==> config.mk <==
export PLATFORM = sky130hd
export DESIGN_NAME = slpt_calc
export DESIGN_NICKNAME = d
export VERILOG_FILES = /design/src/hdl/slpt_pkg.sv /design/src/hdl/slpt_calc.sv
export SDC_FILE = /design/constraint.sdc
export NUM_CORES = 2
export LEC_CHECK = 0
export ABC_CLOCK_PERIOD_IN_PS = 9100
export BUFFER_PORTS_ARGS = -buffer_cell sky130_fd_sc_hd__clkbuf_2
export CAP_MARGIN = 15
export CORE_MARGIN = 2
export CORE_UTILIZATION = 50
export CTS_CLUSTER_DIAMETER = 60
export DETAILED_ROUTE_END_ITERATION = 6
export PLACE_DENSITY = 0.67
export SLEW_MARGIN = 20
export SYNTH_ARGS = -nofsm -noshare
export SYNTH_HDL_FRONTEND = slang
export SYNTH_SLANG_ARGS = --single-unit
==> constraint.sdc <==
create_clock -name clk -period 9.1 [get_ports clk]
set_input_delay 1.365 -clock clk [delete_from_list [all_inputs] [get_ports clk]]
set_output_delay 1.365 -clock clk [all_outputs]
set_load 0.02 [all_outputs]
==> src/hdl/slpt_pkg.sv <==
package slpt_pkg;

    // field widths
    localparam int TIME_W   = 32;
    localparam int WIDE_W   = 40;
    localparam int PIX_W    = 12;
    localparam int ADDR_F_W = 5;
    localparam int LROW_W   = 5;
    localparam int CFG_W    = 8;
    localparam int CFG_IDX_W = 1;

    // n / 100 == (n * UNIT_MAGIC) >> UNIT_SHIFT for every 32-bit n
    localparam logic [TIME_W-1:0] UNIT_MAGIC = 32'd1374389535;
    localparam int UNIT_SHIFT = 37;
    // a 32-bit span over 100 stays below 2^26
    localparam int UNIT_W = 26;
    // units times an 8-bit register count
    localparam int PROD_W = UNIT_W + CFG_W;

    localparam logic [PIX_W-1:0]  ALL_ON           = 12'hFFF;
    localparam logic [TIME_W-1:0] FRAME_PERIOD_RST = 32'd1000;
    localparam logic [CFG_W-1:0]  LEAD_RST         = 8'd15;
    localparam logic [CFG_W-1:0]  DRAW_RST         = 8'd70;

    typedef enum logic [1:0] {
        OP_LINE  = 2'd0,
        OP_FRAME = 2'd1,
        OP_WRITE = 2'd2,
        OP_NONE  = 2'd3
    } op_t;

    typedef enum logic [CFG_IDX_W-1:0] {
        REG_LEAD = 1'b0,
        REG_DRAW = 1'b1
    } reg_idx_t;

    typedef struct packed {
        logic [1:0]          op;
        logic [TIME_W-1:0]   time_us;
        logic [ADDR_F_W-1:0] write_row;
        logic [ADDR_F_W-1:0] write_col;
        logic [PIX_W-1:0]    write_pixel;
    } in_item_t;

    typedef struct packed {
        logic [PIX_W-1:0]  pixel;
        logic [LROW_W-1:0] line_row;
        logic [WIDE_W-1:0] lead_wait_us;
        logic [WIDE_W-1:0] hold_us;
        logic              last;
    } out_item_t;

    // timing snapshot handed to the line calculator
    typedef struct packed {
        logic [TIME_W-1:0] dline_us;
        logic [TIME_W-1:0] elapsed_us;
        logic [TIME_W-1:0] period_us;
        logic [CFG_W-1:0]  lead_units;
        logic [CFG_W-1:0]  draw_units;
    } snap_t;

    // per-line timing result
    typedef struct packed {
        logic [WIDE_W-1:0] lead_wait_us;
        logic [WIDE_W-1:0] hold_us;
    } line_t;

endpackage

==> src/hdl/slpt_calc.sv <==
module slpt_calc #(
    parameter int ROWS = 32,
    parameter int COLS = 32,
    parameter int RW   = 5
) (
    input  logic            clk,
    input  logic            rst_n,
    input  logic            start,
    input  slpt_pkg::snap_t snap,
    output logic            done,
    output slpt_pkg::line_t res,
    output logic [RW-1:0]   row
);
    import slpt_pkg::*;

    // row quotient is below ROWS once the frame has not overrun
    localparam int QW     = RW;
    localparam int NUM_W  = TIME_W + QW;
    localparam int CW     = $clog2(COLS + 1);
    // hold over COLS by reciprocal multiplication, exact over the operand ranges
    localparam int CL     = $clog2(COLS);
    localparam int US     = UNIT_W + CL;
    localparam int UM_W   = UNIT_W + 1;
    localparam int UP_W   = UNIT_W + UM_W;
    localparam longint UM = ((longint'(1) << US) + COLS - 1) / COLS;
    localparam int TW     = CFG_W + CW;
    localparam int TS     = TW + CL;
    localparam int TP_W   = 2 * TW + 1;
    localparam longint TM = ((longint'(1) << TS) + COLS - 1) / COLS;
    // hold pipeline steps
    localparam int H_MUL   = 0;
    localparam int H_SPLIT = 1;
    localparam int H_PART  = 2;
    localparam int H_FRAC  = 3;
    localparam int H_SUM   = 4;
    localparam int HITER   = 5;
    localparam int MAXIT  = (HITER > QW) ? HITER : QW;
    localparam int IT_W   = $clog2(MAXIT + 1);

    typedef enum logic [1:0] {
        C_IDLE,
        C_MUL,
        C_PROD,
        C_DIV
    } cstate_t;

    cstate_t state_reg;

    logic [TIME_W-1:0] dline_reg;
    logic [TIME_W-1:0] elap_reg;
    logic [TIME_W-1:0] per_reg;
    logic [CFG_W-1:0]  lead_u_reg;
    logic [CFG_W-1:0]  draw_u_reg;
    logic [63:0]       mprod_reg;
    logic [NUM_W-1:0]  num_reg;
    logic              sat_reg;
    logic [PROD_W-1:0] lead_reg;
    logic [UP_W-1:0]   uprod_reg;
    logic [UNIT_W-1:0] uq_reg;
    logic [CW-1:0]     ur_reg;
    logic [PROD_W-1:0] hq_reg;
    logic [TW-1:0]     t_reg;
    logic [TP_W-1:0]   tprod_reg;
    logic [PROD_W-1:0] hd_reg;
    logic [TIME_W-1:0] rrem_reg;
    logic [QW-1:0]     rsh_reg;
    logic [QW-1:0]     q_reg;
    logic [IT_W-1:0]   cnt_reg;
    logic              done_reg;

    logic [UNIT_W-1:0] unit;
    logic [UNIT_W-1:0] uq;
    logic [CW-1:0]     ur;
    logic [TIME_W:0]   rtrial;
    logic [TIME_W-1:0] rrem_next;
    logic [QW-1:0]     q_next;
    logic              rbit;

    // line period over 100
    assign unit = mprod_reg[UNIT_SHIFT+UNIT_W-1:UNIT_SHIFT];

    // unit split into quotient and remainder by COLS
    assign uq = UNIT_W'(uprod_reg >> US);
    assign ur = CW'(unit - UNIT_W'(uq * UNIT_W'(COLS)));

    // row divider: one restoring step per cycle by the frame period
    always_comb
    begin
        rtrial = {rrem_reg, rsh_reg[QW-1]};
        rbit   = (rtrial >= {1'b0, per_reg});
        if (rbit)
        begin
            rrem_next = rtrial[TIME_W-1:0] - per_reg;
        end
        else
        begin
            rrem_next = rtrial[TIME_W-1:0];
        end
        q_next = (q_reg << 1) | QW'(rbit);
    end

    always_ff @(posedge clk or negedge rst_n)
    begin
        if (!rst_n)
        begin
            state_reg <= C_IDLE;
            cnt_reg   <= '0;
            done_reg  <= 1'b0;
        end
        else
        begin
            done_reg <= 1'b0;
            unique case (state_reg)
                C_IDLE:
                begin
                    if (start)
                    begin
                        state_reg <= C_MUL;
                    end
                end
                C_MUL:
                begin
                    state_reg <= C_PROD;
                end
                C_PROD:
                begin
                    cnt_reg   <= '0;
                    state_reg <= C_DIV;
                end
                C_DIV:
                begin
                    cnt_reg <= cnt_reg + 1'b1;
                    if (cnt_reg == IT_W'(MAXIT - 1))
                    begin
                        done_reg  <= 1'b1;
                        state_reg <= C_IDLE;
                    end
                end
                default:
                begin
                    state_reg <= C_IDLE;
                end
            endcase
        end
    end

    // datapath registers
    always_ff @(posedge clk)
    begin
        if (state_reg == C_IDLE && start)
        begin
            dline_reg  <= snap.dline_us;
            elap_reg   <= snap.elapsed_us;
            per_reg    <= snap.period_us;
            lead_u_reg <= snap.lead_units;
            draw_u_reg <= snap.draw_units;
        end
        if (state_reg == C_MUL)
        begin
            mprod_reg <= 64'(dline_reg) * 64'(UNIT_MAGIC);
            num_reg   <= NUM_W'(elap_reg) * NUM_W'(ROWS);
            // also covers a zero frame period
            sat_reg   <= (elap_reg >= per_reg);
        end
        if (state_reg == C_PROD)
        begin
            lead_reg <= PROD_W'(lead_u_reg) * PROD_W'(unit);
            // upper dividend bits are below the period, so start there
            rrem_reg <= num_reg[NUM_W-1:QW];
            rsh_reg  <= num_reg[QW-1:0];
            q_reg    <= '0;
        end
        if (state_reg == C_DIV)
        begin
            // hold: draw times unit quotient, plus draw times remainder over COLS
            if (cnt_reg == IT_W'(H_MUL))
            begin
                uprod_reg <= UP_W'(unit) * UP_W'(UM);
            end
            if (cnt_reg == IT_W'(H_SPLIT))
            begin
                uq_reg <= uq;
                ur_reg <= ur;
            end
            if (cnt_reg == IT_W'(H_PART))
            begin
                hq_reg <= PROD_W'(draw_u_reg) * PROD_W'(uq_reg);
                t_reg  <= TW'(draw_u_reg) * TW'(ur_reg);
            end
            if (cnt_reg == IT_W'(H_FRAC))
            begin
                tprod_reg <= TP_W'(t_reg) * TP_W'(TM);
            end
            if (cnt_reg == IT_W'(H_SUM))
            begin
                hd_reg <= hq_reg + PROD_W'(tprod_reg >> TS);
            end
            if (cnt_reg < IT_W'(QW))
            begin
                rrem_reg <= rrem_next;
                rsh_reg  <= rsh_reg << 1;
                q_reg    <= q_next;
            end
        end
    end

    assign done             = done_reg;
    assign res.lead_wait_us = WIDE_W'(lead_reg);
    assign res.hold_us      = WIDE_W'(hd_reg);
    assign row              = sat_reg ? RW'(ROWS - 1) : q_reg;

endmodule

==> impl_metrics.json <==
{
  "status": "complete, no violations",
  "yosys_warnings": 0,
  "fin_crit_ns": 7.80,
  "clk_path_buf_depth": 3,
  "clkLatencyLatePin_ns": 0.65,
  "first_pass_iters": 5,
  "final_hold_viol_count": 0,
  "crit_fanout": 10,
  "grt_max_degree": 75,
  "core_region_area_um2": 88400,
  "ys_seq_elements": 378,
  "die-area_um2": 91600,
  "async_reset_ff_frac": 0.0159,
  "drc": 0,
  "drive_gt1_frac": 0.0701,
  "fp.dieH_um": 303,
  "globalplace.congestion": 0.997,
  "synth_cell_types": 71,
  "cts_htree_levels": 2,
  "grt_pass1_vias": 30500,
  "ys_seq_area_frac": 0.245,
  "avgSynthCellArea_um2": 10.7,
  "required_ns": 9.47,
  "cts_buffers": 53,
  "slew_headroom": 0.258,
  "layout.nets": 5736,
  "ctsResizeCount": 0,
  "ys.flop_type": "edfxtp_1",
  "rows": 109,
  "synthToLayoutAreaGrowth_pct": 8.81,
  "antenna_found_initial": 1,
  "drt_wl_total_um": 103000,
  "overflow": 0,
  "cts_tree": "yes",
  "dpl.cell_count": 5460,
  "routed_via_density": 5.24,
  "post_cts_buffers": 0,
  "final_common_cell": "inv_1",
  "tns_ns": 0,
  "largest_reg_flops": 34,
  "final_cell_mix": "962 x inv_1, 673 x fa_1, 596 x ha_1",
  "setup_ws_ns": 1.30,
  "critPathKind": "register to register",
  "start_util": 0.504,
  "die-width_um": 303,
  "period_share": 0.857,
  "clk_pin_slew_worst_paths_ns": 0.06,
  "postCtsHoldBufs": 0,
  "syn_area_um2": 44600,
  "grt_usage": 0.231,
  "vias": 29100,
  "fillers": 7806,
  "grt_pass1_wl_um": 165000,
  "finalNonFillerCells": 5561,
  "port_buffers": 184,
  "start_kind": "register",
  "crit_arrival_ns": 8.17,
  "fmax_ghz": 0.128,
  "drtIter0Drc": 1751,
  "synthCells": 4176,
  "setup_viol": 0,
  "root_buffer": "clkbuf_16",
  "synth-edff-count": 330,
  "cts_sinks": 378,
  "dp_hpwl_um": 84700,
  "worst_pin_slew_ns": 1.11,
  "hp-class": "register to register",
  "finalMaxSlewViolations": 0,
  "rsz0062_at_grt": "false",
  "worstSetupEndpointType": "register",
  "max_cap_viol_count": 0,
  "dp_slack_ns": 1.34,
  "ioPinCount": 201,
  "detail-route-antenna-nets": 0,
  "wl_per_cell_um": 18.6,
  "clock_skew_ns": 0.0363
}
## metrics by stage
stage | util | instance area [um2] | hold WS (ns)
global route | 0.549 | 48500 | 0.425
detailed placement | 0.528 | 46700 | 0.405
global placement | 0.528 | 46700 | 0.400
finish | 0.549 | 48500 | 0.417
CTS | 0.549 | 48500 | 0.418
floorplan | - | 44600 | 0.400
## logic make-up (layout without fill, tap and decap cells)
kind of cell | count (synthesis) | count (layout) | share of synthesized area
flip-flops | 378 | 378 | 0.245
other | 1 | 17 | 0.0000841
adder cells (fa/ha/maj) | 1271 | 1271 | 0.470
XOR/XNOR | 132 | 132 | 0.0259
buffers and inverters | 1051 | 1255 | 0.0902
multiplexers | 31 | 31 | 0.00704
AO/OA/AOI/OAI | 468 | 468 | 0.0683
AND/OR/NAND/NOR | 844 | 844 | 0.0939
## worst max-delay path: stages, from the launching register on
cell and delay [ns]:
edfxtp_1 0.87, ha_1 0.38, inv_1 0.19, fa_1 0.45, inv_1 0.09, fa_1 0.44
fa_1 0.60, fa_1 0.44, fa_1 0.40, fa_1 0.51, inv_1 0.05, fa_1 0.51
inv_1 0.05, ha_1 0.29, nand4_1 0.18, nor2_1 0.18, and3_1 0.20, nand3b_1 0.08
a21oi_1 0.57, o21ai_1 0.22, a221oi_1 0.39, a211o_1 0.19, a21oi_1 0.08, xnor2_1 0.14
## cells in the mapped netlist (4+ instances only)
cell,instances,share of area
nand4_1,28,0.0039
a2111oi_0,5,0.00098
a21oi_1,148,0.017
dfrtp_1,6,0.0034
nand2b_1,23,0.0032
o211ai_1,7,0.0012
o21ai_1,7,0.00079
o21a_1,20,0.0034
a21boi_0,4,0.00067
a22o_1,6,0.0012
a221oi_1,5,0.00098
a211oi_1,47,0.0079
nor2_1,82,0.0069
nand2_1,346,0.029
and3_1,20,0.0028
buf_2,5,0.00056
nand3_1,32,0.0036
or2_2,8,0.0011
ha_1,598,0.17
dfxtp_1,42,0.019
mux2i_1,28,0.0063
or3_1,6,0.00084
nor2b_1,52,0.0073
a21o_1,82,0.014
clkbuf_1,65,0.0055
nor3_1,34,0.0038
fa_1,673,0.30
a31oi_1,17,0.0024
o21ai_0,68,0.0076
xnor2_1,90,0.018
o31ai_1,4,0.00067
a211o_1,5,0.00098
edfxtp_1,330,0.22
and2_1,185,0.026
buf_4,19,0.0032
xor2_1,42,0.0083
o21bai_1,13,0.0022
and4_1,4,0.00079
inv_1,962,0.081
o2111ai_1,4,0.00079
nand3b_1,12,0.0020
## worst paths after layout
check	startpoint	endpoint	slack, ns	cells past startpoint
worst min-delay path	uprod_reg[36]$_DFFE_PP_	uq_reg[5]$_DFFE_PP_	0.42	0
worst max-delay path	dline_reg[11]$_DFFE_PP_	mprod_reg[55]$_DFFE_PN_	1.30	23
min in group asynchronous	rst_n	done$_DFF_PN0_	0.55	1
worst min register to register	uprod_reg[36]$_DFFE_PP_	uq_reg[5]$_DFFE_PP_	0.42	0
worst max register to register	dline_reg[11]$_DFFE_PP_	mprod_reg[55]$_DFFE_PN_	1.30	23
max in group asynchronous	rst_n	state_reg[1]$_DFFE_PN0P_	8.38	1
## final cells by class
type	instances	area (um2)	share of cell area
multi-input combinational	2762	29700	0.613
sequential	378	10900	0.225
inverter	962	3610	0.0744
tap	1165	1460	0.0300
clock buffer	64	1390	0.0286
timing repair buffer	193	988	0.0204
clock inverter	36	429	0.00885
antenna	1	2.50	0.0000516
## layer usage
metal / wire, um / up-vias / track usage
li1: - / 13700 / -
met1: 45000 / 14600 / 0.314
met2: 50200 / 642 / 0.388
met3: 5770 / 133 / 0.0369
met4: 2460 / 0 / 0.0599
met5: 0 / - / 0
Power is left out: the tool's default activity adds up to more than one toggle a clock period on the data nets, which glitch-free logic cannot reach.
